**config.mk**
```make
export PLATFORM = sky130hd
export DESIGN_NAME = turtle_graphics_engine_unit
export DESIGN_NICKNAME = d
export VERILOG_FILES = /design/src/rtl/tge_pkg.sv /design/src/rtl/tge_ctrl.sv /design/src/rtl/tge_datapath.sv /design/src/rtl/turtle_graphics_engine_unit.sv
export SDC_FILE = /design/constraint.sdc
export NUM_CORES = 2
export LEC_CHECK = 0
export ABC_AREA = 1
export CAP_MARGIN = 20
export CORE_AREA = 2 2 478 480
export CTS_BUF_LIST = sky130_fd_sc_hd__clkbuf_8
export CTS_CLUSTER_DIAMETER = 30
export CTS_CLUSTER_SIZE = 12
export DETAILED_ROUTE_END_ITERATION = 8
export DIE_AREA = 0 0 480 482
export DONT_BUFFER_PORTS = 1
export GPL_TIMING_DRIVEN = 0
export PLACE_DENSITY = 0.56
export SLEW_MARGIN = 10
export SYNTH_ARGS = -nofsm -noshare
export SYNTH_HDL_FRONTEND = slang
export SYNTH_SLANG_ARGS = --single-unit
```
**constraint.sdc**
```tcl
create_clock -name clk -period 16.5 [get_ports clk]
set_input_delay 0.825 -clock clk [delete_from_list [all_inputs] [get_ports clk]]
set_output_delay 0.825 -clock clk [all_outputs]
set_load 0.05 [all_outputs]
```
**src/rtl/tge_pkg.sv**
```systemverilog
// ----------------------------------------------------------------------------
// Turtle graphics engine package
// Request and result types, command codes, controller interface structs,
// fixed-point constants and the CORDIC arctangent table.
// ----------------------------------------------------------------------------
package tge_pkg;

    // Command codes carried in the action field.
    localparam logic [2:0] ACT_FORWARD  = 3'd0;
    localparam logic [2:0] ACT_BACKWARD = 3'd1;
    localparam logic [2:0] ACT_LEFT     = 3'd2;
    localparam logic [2:0] ACT_RIGHT    = 3'd3;
    localparam logic [2:0] ACT_PEN_UP   = 3'd4;
    localparam logic [2:0] ACT_PEN_DOWN = 3'd5;
    localparam logic [2:0] ACT_HOME     = 3'd6;

    // Configuration register indexes.
    localparam int CFG_IDX_W = 2;
    localparam logic [CFG_IDX_W-1:0] CFG_START_X       = 2'd0;
    localparam logic [CFG_IDX_W-1:0] CFG_START_Y       = 2'd1;
    localparam logic [CFG_IDX_W-1:0] CFG_START_HEADING = 2'd2;

    // CORDIC sizing: rotation vector width, angle width, rounded delta width.
    localparam int CORDIC_STEPS = 32;
    localparam int STEP_W       = 5;
    localparam int CW           = 52;
    localparam int ZW           = 34;
    localparam int GUARD        = 16;
    localparam int DXW          = CW - GUARD;
    localparam int SW           = DXW + 1;
    localparam logic [31:0] CORDIC_GAIN = 32'd2608131496;

    // Degree to binary angle conversion: (|amount| * 2^16 + 180) / 360 by
    // reciprocal multiplication. Since 360 = 8 * 45, both divisions drop three
    // bits and multiply by RECIP_45 = ceil(2^35 / 45), exact below 2^29.
    localparam int DIV_STEPS   = 3;
    localparam int RECIP_SHIFT = 35;
    localparam int QUO_W       = 23;
    localparam int REM_W       = 9;
    localparam int FRAC_W      = 16;
    localparam logic [29:0]      RECIP_45   = 30'd763549742;
    localparam logic [REM_W-1:0] TURN_DENOM = 9'd360;
    localparam logic [21:0]      FRAC_BIAS  = 22'd22;

    typedef struct packed {
        logic [2:0]         action;
        logic signed [31:0] amount;
    } tge_req_t;

    typedef struct packed {
        logic signed [31:0] pos_x;
        logic signed [31:0] pos_y;
        logic [31:0]        direction;
        logic               pen_is_lowered;
        logic               line_valid;
        logic signed [31:0] line_from_x;
        logic signed [31:0] line_from_y;
        logic               saturated;
    } tge_res_t;

    // Datapath operations issued by the controller.
    typedef enum logic [2:0] {
        OP_NONE,
        OP_MUL,
        OP_LOAD,
        OP_ITER,
        OP_ROUND,
        OP_DIV,
        OP_COMMIT
    } tge_op_t;

    typedef struct packed {
        logic              capture;
        tge_op_t           op;
        logic [STEP_W-1:0] step;
    } tge_cmd_t;

    typedef struct packed {
        logic is_move;
        logic is_turn;
    } tge_status_t;

    // Arctangent of 2^-i as a binary angle.
    function automatic logic [31:0] cordic_atan(input logic [STEP_W-1:0] idx);
        logic [31:0] a;
        unique case (idx)
            5'd0:  a = 32'h20000000;
            5'd1:  a = 32'h12E4051E;
            5'd2:  a = 32'h09FB385B;
            5'd3:  a = 32'h051111D4;
            5'd4:  a = 32'h028B0D43;
            5'd5:  a = 32'h0145D7E1;
            5'd6:  a = 32'h00A2F61E;
            5'd7:  a = 32'h00517C55;
            5'd8:  a = 32'h0028BE53;
            5'd9:  a = 32'h00145F2F;
            5'd10: a = 32'h000A2F98;
            5'd11: a = 32'h000517CC;
            5'd12: a = 32'h00028BE6;
            5'd13: a = 32'h000145F3;
            5'd14: a = 32'h0000A2FA;
            5'd15: a = 32'h0000517D;
            5'd16: a = 32'h000028BE;
            5'd17: a = 32'h0000145F;
            5'd18: a = 32'h00000A30;
            5'd19: a = 32'h00000518;
            5'd20: a = 32'h0000028C;
            5'd21: a = 32'h00000146;
            5'd22: a = 32'h000000A3;
            5'd23: a = 32'h00000051;
            5'd24: a = 32'h00000029;
            5'd25: a = 32'h00000014;
            5'd26: a = 32'h0000000A;
            5'd27: a = 32'h00000005;
            5'd28: a = 32'h00000003;
            5'd29: a = 32'h00000001;
            5'd30: a = 32'h00000001;
            5'd31: a = 32'h00000000;
        endcase
        return a;
    endfunction

endpackage

```
**src/rtl/tge_ctrl.sv**
```systemverilog
// ----------------------------------------------------------------------------
// Turtle graphics engine controller
// Sequences one request at a time through the datapath: dispatch, CORDIC
// load and iterations, rounding, division steps and the final commit.
// ----------------------------------------------------------------------------
module tge_ctrl (
    input  logic                 clk,
    input  logic                 rst_n,
    input  logic                 in_valid,
    output logic                 in_ready,
    output logic                 out_valid,
    input  logic                 out_ready,
    input  tge_pkg::tge_status_t status,
    output tge_pkg::tge_cmd_t    cmd
);
    import tge_pkg::*;

    typedef enum logic [2:0] {
        S_IDLE,
        S_DISPATCH,
        S_LOAD,
        S_ITER,
        S_ROUND,
        S_DIV,
        S_COMMIT
    } state_t;

    localparam logic [STEP_W-1:0] ITER_LAST = STEP_W'(CORDIC_STEPS - 1);
    localparam logic [STEP_W-1:0] DIV_LAST  = STEP_W'(DIV_STEPS - 1);

    state_t            state_reg, state_next;
    logic [STEP_W-1:0] step_reg, step_next;
    logic              out_valid_reg, out_valid_next;
    logic              commit_ok;

    assign in_ready  = (state_reg == S_IDLE);
    assign out_valid = out_valid_reg;
    assign commit_ok = !out_valid_reg || out_ready;

    // Next state, step counter and command decode.
    always_comb
    begin
        state_next     = state_reg;
        step_next      = step_reg;
        out_valid_next = (out_valid_reg && out_ready) ? 1'b0 : out_valid_reg;
        cmd.capture    = 1'b0;
        cmd.op         = OP_NONE;
        cmd.step       = step_reg;
        unique case (state_reg)
            S_IDLE:
            begin
                if (in_valid)
                begin
                    cmd.capture = 1'b1;
                    state_next  = S_DISPATCH;
                end
            end
            S_DISPATCH:
            begin
                cmd.op    = OP_MUL;
                step_next = '0;
                priority if (status.is_move)
                    state_next = S_LOAD;
                else if (status.is_turn)
                    state_next = S_DIV;
                else
                    state_next = S_COMMIT;
            end
            S_LOAD:
            begin
                cmd.op     = OP_LOAD;
                step_next  = '0;
                state_next = S_ITER;
            end
            S_ITER:
            begin
                cmd.op    = OP_ITER;
                step_next = step_reg + 1'b1;
                if (step_reg == ITER_LAST)
                    state_next = S_ROUND;
            end
            S_ROUND:
            begin
                cmd.op     = OP_ROUND;
                state_next = S_COMMIT;
            end
            S_DIV:
            begin
                cmd.op    = OP_DIV;
                step_next = step_reg + 1'b1;
                if (step_reg == DIV_LAST)
                    state_next = S_COMMIT;
            end
            S_COMMIT:
            begin
                if (commit_ok)
                begin
                    cmd.op         = OP_COMMIT;
                    out_valid_next = 1'b1;
                    state_next     = S_IDLE;
                end
            end
            default:
            begin
                state_next = S_IDLE;
            end
        endcase
    end

    // State and registered handshake outputs.
    always_ff @(posedge clk or negedge rst_n)
    begin
        if (!rst_n)
        begin
            state_reg     <= S_IDLE;
            step_reg      <= '0;
            out_valid_reg <= 1'b0;
        end
        else
        begin
            state_reg     <= state_next;
            step_reg      <= step_next;
            out_valid_reg <= out_valid_next;
        end
    end

endmodule

```
**src/rtl/tge_datapath.sv**
```systemverilog
// ----------------------------------------------------------------------------
// Turtle graphics engine datapath
// Turtle state, home registers, gain multiplier, shared CORDIC rotator,
// reciprocal-multiply conversion of degrees and the result register.
// ----------------------------------------------------------------------------
module tge_datapath (
    input  logic                        clk,
    input  logic                        rst_n,
    input  tge_pkg::tge_req_t           in_data,
    input  logic                        cfg_we,
    input  logic [tge_pkg::CFG_IDX_W-1:0] cfg_index,
    input  logic [31:0]                 cfg_data,
    input  tge_pkg::tge_cmd_t           cmd,
    output tge_pkg::tge_status_t        status,
    output tge_pkg::tge_res_t           out_data
);
    import tge_pkg::*;

    // Home registers and turtle state.
    logic [31:0]        start_x_reg, start_y_reg, start_h_reg;
    logic signed [31:0] cur_x_reg, cur_y_reg;
    logic [31:0]        cur_h_reg;
    logic               pen_reg;

    // Working registers of the current request.
    logic [2:0]            act_reg;
    logic                  neg_reg;
    logic [31:0]           mag_reg;
    logic [63:0]           prod_reg;
    logic signed [CW-1:0]  x_reg, y_reg;
    logic signed [ZW-1:0]  z_reg;
    logic signed [DXW-1:0] dx_reg, dy_reg;
    logic [QUO_W-1:0]      quo_reg;
    logic [REM_W-1:0]      rem_reg;
    logic [FRAC_W-1:0]     frac_reg;
    tge_res_t              res_reg;

    logic                  cap_neg;
    logic [31:0]           cap_mag;
    logic [63:0]           prod_next;
    logic [47:0]           prod_hi;
    logic                  fold_pos, fold_neg, load_neg;
    logic [CW-1:0]         load_base;
    logic signed [CW-1:0]  x_init;
    logic signed [ZW-1:0]  z_ext, z_init;
    logic signed [CW-1:0]  x_shr, y_shr;
    logic signed [ZW-1:0]  atan_z;
    logic signed [CW-1:0]  x_rnd, y_rnd;
    logic [58:0]           quo_prod;
    logic [31:0]           quo_x360;
    logic [31:0]           rem_full;
    logic [21:0]           frac_num;
    logic [51:0]           frac_prod;
    logic [SW-1:0]         sum_x, sum_y;
    logic [32:0]           clip_x, clip_y;
    logic [31:0]           h_delta;
    logic                  h_sub;
    tge_res_t              res_next;
    logic signed [31:0]    cx_next, cy_next;
    logic [31:0]           ch_next;
    logic                  pen_next;

    // Clamp a widened coordinate to 32 signed bits; the top bit flags a clip.
    function automatic logic [32:0] clip32(input logic [SW-1:0] s);
        logic ovf;
        logic [31:0] v;
        ovf = !((&s[SW-1:31]) || !(|s[SW-1:31]));
        v   = ovf ? (s[SW-1] ? 32'h80000000 : 32'h7FFFFFFF) : s[31:0];
        return {ovf, v};
    endfunction

    assign status.is_move = (act_reg == ACT_FORWARD) || (act_reg == ACT_BACKWARD);
    assign status.is_turn = (act_reg == ACT_LEFT) || (act_reg == ACT_RIGHT);
    assign out_data       = res_reg;

    // Capture: magnitude of the amount and sign of the signed distance or turn.
    always_comb
    begin
        cap_mag = in_data.amount[31] ? (~in_data.amount + 32'd1) : in_data.amount;
        if (in_data.action == ACT_BACKWARD)
            cap_neg = (in_data.amount != 32'sd0) && !in_data.amount[31];
        else
            cap_neg = in_data.amount[31];
    end

    // Gain prescale product.
    assign prod_next = 64'(mag_reg) * 64'(CORDIC_GAIN);

    // CORDIC load: round off the guard bits, apply sign and half-turn fold.
    always_comb
    begin
        prod_hi   = prod_reg[63:16];
        fold_pos  = $signed(cur_h_reg) > $signed(32'h40000000);
        fold_neg  = $signed(cur_h_reg) < $signed(32'hC0000000);
        load_neg  = neg_reg ^ (fold_pos || fold_neg);
        load_base = load_neg ? {{(CW-48){1'b1}}, ~prod_hi} : {{(CW-48){1'b0}}, prod_hi};
        x_init    = $signed(load_base + CW'(load_neg ? !prod_reg[15] : prod_reg[15]));
        z_ext     = $signed({{(ZW-32){cur_h_reg[31]}}, cur_h_reg});
        priority if (fold_pos)
            z_init = z_ext - $signed(ZW'(33'h080000000));
        else if (fold_neg)
            z_init = z_ext + $signed(ZW'(33'h080000000));
        else
            z_init = z_ext;
    end

    // One rotation step and final rounding.
    always_comb
    begin
        x_shr  = x_reg >>> cmd.step;
        y_shr  = y_reg >>> cmd.step;
        atan_z = $signed({{(ZW-32){1'b0}}, cordic_atan(cmd.step)});
        x_rnd  = x_reg + $signed(CW'(32768));
        y_rnd  = y_reg + $signed(CW'(32768));
    end

    // Turn conversion in three registered stages: whole multiples of 360,
    // the remainder, then the rounded fraction of the remainder times 2^16.
    always_comb
    begin
        quo_prod  = 59'(mag_reg[31:3]) * 59'(RECIP_45);
        quo_x360  = 32'(quo_reg) * 32'(TURN_DENOM);
        rem_full  = mag_reg - quo_x360;
        frac_num  = {rem_reg, 13'd0} + FRAC_BIAS;
        frac_prod = 52'(frac_num) * 52'(RECIP_45);
    end

    // Commit: new turtle state and the result of the request.
    always_comb
    begin
        sum_x    = {{(SW-32){cur_x_reg[31]}}, cur_x_reg} + {dx_reg[DXW-1], dx_reg};
        sum_y    = {{(SW-32){cur_y_reg[31]}}, cur_y_reg} + {dy_reg[DXW-1], dy_reg};
        clip_x   = clip32(sum_x);
        clip_y   = clip32(sum_y);
        h_delta  = {quo_reg[15:0], frac_reg};
        h_sub    = (act_reg == ACT_LEFT) ^ neg_reg;
        cx_next  = cur_x_reg;
        cy_next  = cur_y_reg;
        ch_next  = cur_h_reg;
        pen_next = pen_reg;
        res_next = '0;
        unique case (act_reg)
            ACT_FORWARD, ACT_BACKWARD:
            begin
                cx_next              = $signed(clip_x[31:0]);
                cy_next              = $signed(clip_y[31:0]);
                res_next.saturated   = clip_x[32] || clip_y[32];
                res_next.line_valid  = pen_reg;
                res_next.line_from_x = pen_reg ? cur_x_reg : 32'sd0;
                res_next.line_from_y = pen_reg ? cur_y_reg : 32'sd0;
            end
            ACT_LEFT, ACT_RIGHT:
            begin
                ch_next = h_sub ? (cur_h_reg - h_delta) : (cur_h_reg + h_delta);
            end
            ACT_PEN_UP:
            begin
                pen_next = 1'b0;
            end
            ACT_PEN_DOWN:
            begin
                pen_next = 1'b1;
            end
            ACT_HOME:
            begin
                cx_next = $signed(start_x_reg);
                cy_next = $signed(start_y_reg);
                ch_next = start_h_reg;
            end
            default:
            begin
                cx_next = cur_x_reg;
            end
        endcase
        res_next.pos_x          = cx_next;
        res_next.pos_y          = cy_next;
        res_next.direction      = ch_next;
        res_next.pen_is_lowered = pen_next;
    end

    // Architectural state: home registers and turtle position, heading, pen.
    always_ff @(posedge clk or negedge rst_n)
    begin
        if (!rst_n)
        begin
            start_x_reg <= '0;
            start_y_reg <= '0;
            start_h_reg <= '0;
            cur_x_reg   <= '0;
            cur_y_reg   <= '0;
            cur_h_reg   <= '0;
            pen_reg     <= 1'b1;
        end
        else
        begin
            if (cfg_we)
            begin
                unique case (cfg_index)
                    CFG_START_X:       start_x_reg <= cfg_data;
                    CFG_START_Y:       start_y_reg <= cfg_data;
                    CFG_START_HEADING: start_h_reg <= cfg_data;
                    default:           start_x_reg <= start_x_reg;
                endcase
            end
            if (cmd.op == OP_COMMIT)
            begin
                cur_x_reg <= cx_next;
                cur_y_reg <= cy_next;
                cur_h_reg <= ch_next;
                pen_reg   <= pen_next;
            end
        end
    end

    // Working registers; no reset needed.
    always_ff @(posedge clk)
    begin
        if (cmd.capture)
        begin
            act_reg <= in_data.action;
            neg_reg <= cap_neg;
            mag_reg <= cap_mag;
        end
        unique case (cmd.op)
            OP_MUL:
            begin
                prod_reg <= prod_next;
            end
            OP_LOAD:
            begin
                x_reg <= x_init;
                y_reg <= '0;
                z_reg <= z_init;
            end
            OP_ITER:
            begin
                if (!z_reg[ZW-1])
                begin
                    x_reg <= x_reg - y_shr;
                    y_reg <= y_reg + x_shr;
                    z_reg <= z_reg - atan_z;
                end
                else
                begin
                    x_reg <= x_reg + y_shr;
                    y_reg <= y_reg - x_shr;
                    z_reg <= z_reg + atan_z;
                end
            end
            OP_ROUND:
            begin
                dx_reg <= x_rnd[CW-1:GUARD];
                dy_reg <= y_rnd[CW-1:GUARD];
            end
            OP_DIV:
            begin
                // Each stage settles in the cycle after the one it reads.
                quo_reg  <= quo_prod[RECIP_SHIFT +: QUO_W];
                rem_reg  <= rem_full[REM_W-1:0];
                frac_reg <= frac_prod[RECIP_SHIFT +: FRAC_W];
            end
            OP_COMMIT:
            begin
                res_reg <= res_next;
            end
            default:
            begin
                prod_reg <= prod_reg;
            end
        endcase
    end

endmodule

```
**src/rtl/turtle_graphics_engine_unit.sv**
```systemverilog
// ----------------------------------------------------------------------------
// Turtle graphics engine unit
// Executes turtle commands on a Q16.16 position, a binary-angle heading and
// a pen flag, returning one result request per command.
//
// Channels: in_valid/in_ready carry a command request (action, amount);
// out_valid/out_ready carry the result request; cfg_valid/cfg_ready write
// the home registers (start_x, start_y, start_heading) and are always ready.
// Commands run one at a time. A move runs from accept to the next accept
// through dispatch, gain multiply, CORDIC load, 32 rotation steps of
// the single shared shift-add rotator, rounding and commit. A turn runs
// through dispatch, three reciprocal-multiply stages of the divide by
// 360, and commit. Pen and home commands go from dispatch to commit. The
// result appears in the same cycle that the next accept becomes possible.
// The result sits in an output register, so a new command is accepted
// while the previous result is still unread; a command only waits at
// commit while that register is full and out_ready is low.
// Reset puts the turtle at (0, 0), heading 0, pen down, home registers 0.
// ----------------------------------------------------------------------------
module turtle_graphics_engine_unit (
    input  logic                          clk,
    input  logic                          rst_n,
    input  logic                          in_valid,
    output logic                          in_ready,
    input  tge_pkg::tge_req_t             in_data,
    output logic                          out_valid,
    input  logic                          out_ready,
    output tge_pkg::tge_res_t             out_data,
    input  logic                          cfg_valid,
    output logic                          cfg_ready,
    input  logic [tge_pkg::CFG_IDX_W-1:0] cfg_index,
    input  logic [31:0]                   cfg_data
);
    import tge_pkg::*;

    tge_cmd_t    cmd;
    tge_status_t status;

    // Configuration writes are always accepted and registered on the next clock edge.
    assign cfg_ready = 1'b1;

    // Sequencer.
    tge_ctrl u_ctrl (
        .clk       (clk),
        .rst_n     (rst_n),
        .in_valid  (in_valid),
        .in_ready  (in_ready),
        .out_valid (out_valid),
        .out_ready (out_ready),
        .status    (status),
        .cmd       (cmd)
    );

    // Arithmetic and state.
    tge_datapath u_datapath (
        .clk       (clk),
        .rst_n     (rst_n),
        .in_data   (in_data),
        .cfg_we    (cfg_valid && cfg_ready),
        .cfg_index (cfg_index),
        .cfg_data  (cfg_data),
        .cmd       (cmd),
        .status    (status),
        .out_data  (out_data)
    );

endmodule

```
==> Yosys cells after proc, flatten, opt, wreduce, memory -nomap -nowiden <==
Memory sizes are Yosys's and may differ from the RTL's.
Cells that the tools add are included.
{ "totals": {"ff_bits": 720, "mem_bits_ro": 960, "memories": 1} }
{ "mem_list": {"columns": ["name", "words", "word_bits", "rd", "rd_clocked_by_memory_dff", "write_ports", "line_no", "source"], "rows": [
  ["(no name shown)", 32, 30, 1, 0, 0, "tge_pkg.sv:86", "unique case (idx)"]
]} }
{ "classes": {"add_sub_neg": 19, "mul": 4, "order_cmp": 2, "n_eq_ne": 27, "shift": 2, "n_mux": 36, "bitwise": 4, "n_reduce_logical": 35} }
{ "ops": {"columns": ["cell", "n"], "rows": [
  ["$pmux 52 s2", 2],
  ["$pmux 32 s2", 3],
  ["$mux 32", 5],
  ["$add 52x52->52", 3],
  ["$mux 52", 3],
  ["$add 52x17->52 const B", 2],
  ["$sshr 52x5->52", 2],
  ["$sub 52x52->52", 2],
  ["$mux 34", 3],
  ["$add 32x36->37", 2],
  ["$pmux 34 s2", 1],
  ["$mul 32x29->61 const B", 1],
  ["$mul 29x29->57 const B", 1],
  ["$mul 22x29->50 const B", 1],
  ["$not 48->48", 1],
  ["$add 32x33->34 const B", 1],
  ["$add 34x33->34", 1],
  ["$sub 32x33->34 const B", 1],
  ["$sub 34x33->34", 1],
  ["$add 32x1->32 const B", 1],
  ["$add 32x32->32", 1],
  ["$gt 32x32->1 const B", 1],
  ["$lt 32x31->1 const B", 1],
  ["$not 32->32", 1],
  ["other kinds (35)", 88]
]} }

==> Logic depth before layout (Yosys ltp) <==
{ "depth": {"word_depth": 6, "mapped_depth": 38} }

==> Hierarchy <==
From an unflattened synthesis, not the netlist that was laid out.
{ "unflattened": {"cells_unflattened": 11890, "area_unflattened_um2": 90307.9} }
{ "modules_own_cells": {"columns": ["mod", "n_inst", "cells_each", "area_each_um2", "seq_area_each_um2"], "rows": [
  ["tge_datapath", 1, 11801, 89674.8, 19815.3],
  ["tge_ctrl", 1, 87, 621.8, 225.2],
  ["turtle_graphics_engine_unit", 1, 2, 11.3, 0.0]
]} }

==> Worst setup path before layout <==
OpenSTA, ideal clock, no wires.
{ "synth_timing": {"path_type": "reg-to-reg", "startpoint": "register u_ctrl.state_reg[2]", "endpoint": "register u_datapath.x_reg[0] (enable)", "arrival_ns": 6.273, "slack_ns": 9.589, "stages_incl_launch_ff": 3, "n_path_buf": 1, "path_cell_list": "dfrtp_1 -> clkbuf_1 -> nor2_1"} }
{ "synth_via": {"elab_chain_cells": 4, "word_cells_on_any_way": 10, "cone_classes": "eq/ne: 8; mux: 1; reduce/logical: 1"} }
{ "synth_rtl": {"columns": ["item", "line_no", "source"], "rows": [
  ["from (decl)", "tge_ctrl.sv:31", "state_t state_reg, state_next;"],
  ["from (signal assigned)", "tge_ctrl.sv:121", "state_reg <= state_next;"],
  ["$eq 3x3->1, or another cell as far along", "tge_ctrl.sv:49", "unique case (state_reg)"],
  ["$pmux 3 s6 *", "tge_ctrl.sv:49", null],
  ["$eq 3x2->1", "tge_datapath.sv:224", "unique case (cmd.op)"],
  ["$reduce_bool 2->1 (no source line) *", null, null],
  ["to (signal assigned)", "tge_datapath.sv:231", "x_reg <= x_init;"],
  ["to (signal assigned)", "tge_datapath.sv:239", "x_reg <= x_reg - y_shr;"],
  ["to (signal assigned)", "tge_datapath.sv:245", "x_reg <= x_reg + y_shr;"],
  ["to (decl)", "tge_datapath.sv:30", "logic signed [CW-1:0] x_reg, y_reg;"]
]} }
Every way passes the cells marked *; elsewhere a longest branch is shown, timed or not.
A chain may end at the register's enable or synchronous reset.

==> Worst setup path after layout <==
{ "layout_timing": {"startpoint": "register u_datapath.mag_reg[8]", "endpoint": "register u_datapath.prod_reg[63] (data pin)"} }
{ "layout_via": {"elab_chain_cells": 1} }
{ "layout_rtl": {"columns": ["item", "line_no", "source"], "rows": [
  ["from (decl)", "tge_datapath.sv:28", "logic [31:0] mag_reg;"],
  ["from (signal assigned)", "tge_datapath.sv:222", "mag_reg <= cap_mag;"],
  ["$mul 32x29->61", "tge_datapath.sv:87", "assign prod_next = 64'(mag_reg) * 64'(CORDIC_GAIN);"],
  ["net u_datapath.prod_next[63]", "tge_datapath.sv:40", "logic [63:0] prod_next;"],
  ["to (signal assigned)", "tge_datapath.sv:227", "prod_reg <= prod_next;"],
  ["to (signal assigned)", "tge_datapath.sv:268", "prod_reg <= prod_reg;"],
  ["to (decl)", "tge_datapath.sv:29", "logic [63:0] prod_reg;"]
]} }
The timed path passes the listed nets, and every way through them passes these cells.

==> run summary <==
The tools report the startpoint type of the worst setup path as a flip-flop. The worst flop-to-flop path endpoint was u_datapath.prod_reg[63]. Summing all multi-input logic gate instances after layout gives 60,880 µm². The count of buffering cells on the critical path with inverters included works out to 5. The wire-length estimate of the detail-placed layout is 326,300 µm. The boundary pin count was 240. Setup repair after global routing left no endpoint under its margin. The worst path needs 8.606 ns of the cycle, external delays included. The path with the worst hold slack has its endpoint at u_datapath.mag_reg[27]. On the worst path, the slowest cell contributes a delay of 0.95 ns. After clock tree synthesis, the clock-pin slew on the worst setup and hold paths is 0.06 ns. The run finished with clean final reports. Dominant synthesized flop cell: sky130_fd_sc_hd__edfxtp_1. For the final hold slack, the log shows 0.08967 ns. The latest clock arrival within the worst-skew pair came out at 1.02 ns. The tools report the post-synthesis cell area as 90,240 µm². The depth of the worst hold-timing path was 1; the global-route wire length before repair was 553,000 µm. The worst setup path is captured at a flip-flop. The final setup violation count came out at 0.

In this run the tool buffered the top-level ports with 0 buffer cells. The kind of cell with the highest combined delay along the critical path is adder cells. When the netlist entered floorplanning its net count stood at 13,630.

The net count of the finished layout is 13,870. The number of antenna violations at the first check in global routing was 22; the relative slew slack was 0.1648. The number of global-route vias before repair is 82,520. In this run, distinct cell masters in the synthesized netlist total 73. The final max-slew violation count is 0, and the combined flip-flop and latch cell area is 20,040 µm². Clock skew on the completed layout was measured at 0.1186 ns. Category of the most critical setup path: reg -> reg.

The hold path startpoint was in_data[27]. The logs give 0.3986 for the effective utilization at floorplan and 116.2 MHz for the highest clock rate. After routing the design area is 99,510 µm².

The total area inside the core boundary comes to 226,400 µm². At the worst endpoint, the arrival time is 9.28 ns. The internal reg-to-reg setup slack is 7.89 ns. For the worst setup path, the data required time is 17.18 ns.

After synthesis the netlist holds a flip-flop and latch count of 701. The filler cells instantiated in the layout total 23,390. The non-filler instance count after layout was 15,200; the max-cap check violation count was 0. The tools report the summed negative setup slack over all endpoints as 0 ns.

The post-synthesis async set-or-reset flop share is 0.2882, and the total via count in the routed design is 82,640. The path class of the tightest hold or removal check is in -> reg. For the starting DRC count in detailed routing, the log shows 8,007.

The signal on the critical path passes through inv_1, fa_1, fa_1, inv_1, fa_1, fa_1, fa_1, fa_1, fa_1, inv_1, fa_1, inv_1, ha_1, nand2_1, nor2_1, inv_1, nor2_1, nand3_1, o21ai_0, a21oi_1, o21bai_1, a21oi_1, xor2_1. In this run the critical register-to-register path is launched from u_datapath.mag_reg[8]. The slowest stage of the critical path is the sky130_fd_sc_hd__edfxtp_1 cell. The register with the most flip-flops in the layout has 163 of them.

The run gives 0 as the residual overflow from global routing. No sink is reached through more buffers than the 3 on the longest clock path. In this run the remaining antenna-violating nets after routing total 0. The number of placed instances, taps included, is 14,840. The share of cells above drive strength 1 works out to 0.05309. The full die area was 231,400 µm². For the overall routing resource usage, the log shows 0.3267. TritonCTS built the clock tree. Width of the chip: 480 µm. Count of mapped cells out of synthesis: 11,790. The master cell of the clock root buffer is sky130_fd_sc_hd__clkbuf_8. The H-tree was split into 4 levels. Before antenna repair, the detailed router went through 6 iterations. The mean number of vias per cell was 5.437; the number of buffers inserted by post-CTS setup repair was 0. The run gives 382,100 µm as the total wire length.

In the routed design, unresolved DRC markers number 0. Buffers inserted during clock tree synthesis total 174. The number of cell instances on the worst register-to-register path came out at 23. The post-route clock period utilization works out to 0.5216. After floorplanning, the core was divided into 175 placement rows. Dividing the detail-routed wire length by the instance count gives 25.14 µm. Of all nets on the critical path, the largest fanout is 10.

The run gives 94,860 µm² as the total cell area at the placement stage. The die is 482 µm tall. From synthesis to final layout, the design area changed by 10.27%. The count of synthesis-stage warnings from yosys was 0; the post-synthesis average cell area was 7.652 µm². At the pin with the least slew margin, the transition time is 1.253 ns. Entering global routing, the biggest net connects 203 pins. At the end of routability-driven placement, the weighted congestion stood at 1.047. The logs give 0.2221 for the register area share after synthesis and 0 for the hold violation count in the final report. The most prevalent standard cell on the critical path is sky130_fd_sc_hd__fa_1. Counting flops with a built-in enable in the synthesized netlist gives 499. CTS saw 701 sinks.
==> metal layers <==
metal | wire (µm) | vias up | share of wire | track usage
li1 | - | 38540 | - | -
met3 | 24750 | 759 | 0.065 | 0.04463
met1 | 157500 | 40030 | 0.41 | 0.4164
met4 | 23960 | 4 | 0.063 | 0.1750
met2 | 175900 | 3297 | 0.46 | 0.5376
met5 | 58 | - | 0.00015 | 0.001430
==> per-stage QoR <==
step / utilization / setup slack (ns)
after floorplan: - / 9.589
after global placement: 0.4152 / 5.438
after detailed placement: 0.4190 / 7.778
after CTS: 0.4393 / 7.691
after global routing: 0.4395 / 7.558
final: 0.4395 / 7.894
==> worst max path at each step <==
stage	cells past startpoint	startpoint	to	slack [ns]
after floorplan	2	u_ctrl.state_reg[2]	u_datapath.x_reg[0]	9.59
after global placement	2	u_ctrl.state_reg[2]	u_datapath.x_reg[46]	5.44
after detailed placement	23	u_datapath.mag_reg[12]	u_datapath.prod_reg[60]	7.78
after CTS	23	u_datapath.mag_reg[12]	u_datapath.prod_reg[60]	7.69
after global routing	23	u_datapath.mag_reg[8]	u_datapath.prod_reg[63]	7.56
final	23	u_datapath.mag_reg[8]	u_datapath.prod_reg[63]	7.89
==> Yosys cell counts (15+ instances only) <==
| cell type | count | share of area |
|---|---|---|
| sky130_fd_sc_hd__nand2_1 | 2781 | 0.12 |
| sky130_fd_sc_hd__inv_1 | 2111 | 0.088 |
| sky130_fd_sc_hd__ha_1 | 1025 | 0.14 |
| sky130_fd_sc_hd__nor2_1 | 870 | 0.036 |
| sky130_fd_sc_hd__nand3_1 | 815 | 0.045 |
| sky130_fd_sc_hd__fa_1 | 733 | 0.16 |
| sky130_fd_sc_hd__a21oi_1 | 638 | 0.035 |
| sky130_fd_sc_hd__o21ai_0 | 622 | 0.034 |
| sky130_fd_sc_hd__edfxtp_1 | 499 | 0.17 |
| sky130_fd_sc_hd__xor2_1 | 291 | 0.028 |
| sky130_fd_sc_hd__dfrtp_1 | 201 | 0.056 |
| sky130_fd_sc_hd__xnor2_1 | 173 | 0.017 |
| sky130_fd_sc_hd__clkbuf_1 | 103 | 0.0043 |
| sky130_fd_sc_hd__nor3_1 | 89 | 0.0049 |
| sky130_fd_sc_hd__a31oi_1 | 79 | 0.0055 |
| sky130_fd_sc_hd__buf_2 | 79 | 0.0044 |
| sky130_fd_sc_hd__nand4_1 | 64 | 0.0044 |
| sky130_fd_sc_hd__a21o_1 | 54 | 0.0045 |
| sky130_fd_sc_hd__o21a_1 | 53 | 0.0044 |
| sky130_fd_sc_hd__nand2_2 | 52 | 0.0036 |
| sky130_fd_sc_hd__nor2_2 | 41 | 0.0028 |
| sky130_fd_sc_hd__nor4_1 | 34 | 0.0024 |
| sky130_fd_sc_hd__o211ai_1 | 28 | 0.0023 |
| sky130_fd_sc_hd__o21ai_1 | 28 | 0.0016 |
| sky130_fd_sc_hd__o21bai_1 | 28 | 0.0023 |
| sky130_fd_sc_hd__buf_1 | 26 | 0.0011 |
| sky130_fd_sc_hd__buf_4 | 25 | 0.0021 |
| sky130_fd_sc_hd__a22oi_1 | 23 | 0.0019 |
| sky130_fd_sc_hd__buf_6 | 20 | 0.0025 |
| sky130_fd_sc_hd__inv_2 | 20 | 0.00083 |
| sky130_fd_sc_hd__nand3_2 | 20 | 0.0022 |
| sky130_fd_sc_hd__o31ai_1 | 17 | 0.0014 |
| sky130_fd_sc_hd__a21boi_0 | 15 | 0.0012 |
==> placed cells by master (no fill, tap or decap), drive strengths merged, types with 27 or more instances in the layout <==
master	count
nand4	64
nor2	917
o21bai	28
nand3	835
dfrtp	201
a21o	54
o21a	53
edfxtp	499
bufinv	27
o21ai	657
o211ai	29
xor2	291
clkbuf	286
buf	197
inv	2169
nor4	38
a21oi	641
a31oi	80
xnor2	173
nand2	2834
nor3	92
ha	1025
fa	733
clkinv	64
==> cell type report <==
class	count	share of cell area
clock inverter	141	0.01802
tap	3009	0.03783
timing repair buffer	71	0.01147
sequential	701	0.2014
antenna	1	0.00002515
clock buffer	183	0.02531
buffer	255	0.01335
multi-input combinational	8699	0.6118
inverter	2138	0.08077
==> repair_timing <==
item | CTS | global route
endpoints found under the hold margin | 227 | 0
hold buffers | 27 | 0
gates resized for setup | 0 | 0
==> kinds of logic (layout without fill, tap and decap cells) <==
family	Yosys count	after routing	synth area share
AOI/OAI and AO/OA	1651	1651	0.1014
xor gates and xnor gates	465	465	0.04528
adders and majority gates	1758	1758	0.3047
buffers and inverters	2393	2788	0.1037
DFF	701	701	0.2221
other	1	2	0.00004156
and+or+nand+nor	4824	4824	0.2228
Power is not shown: default switching activity piles up to over one toggle a cycle in this logic, so the estimate is an artifact.
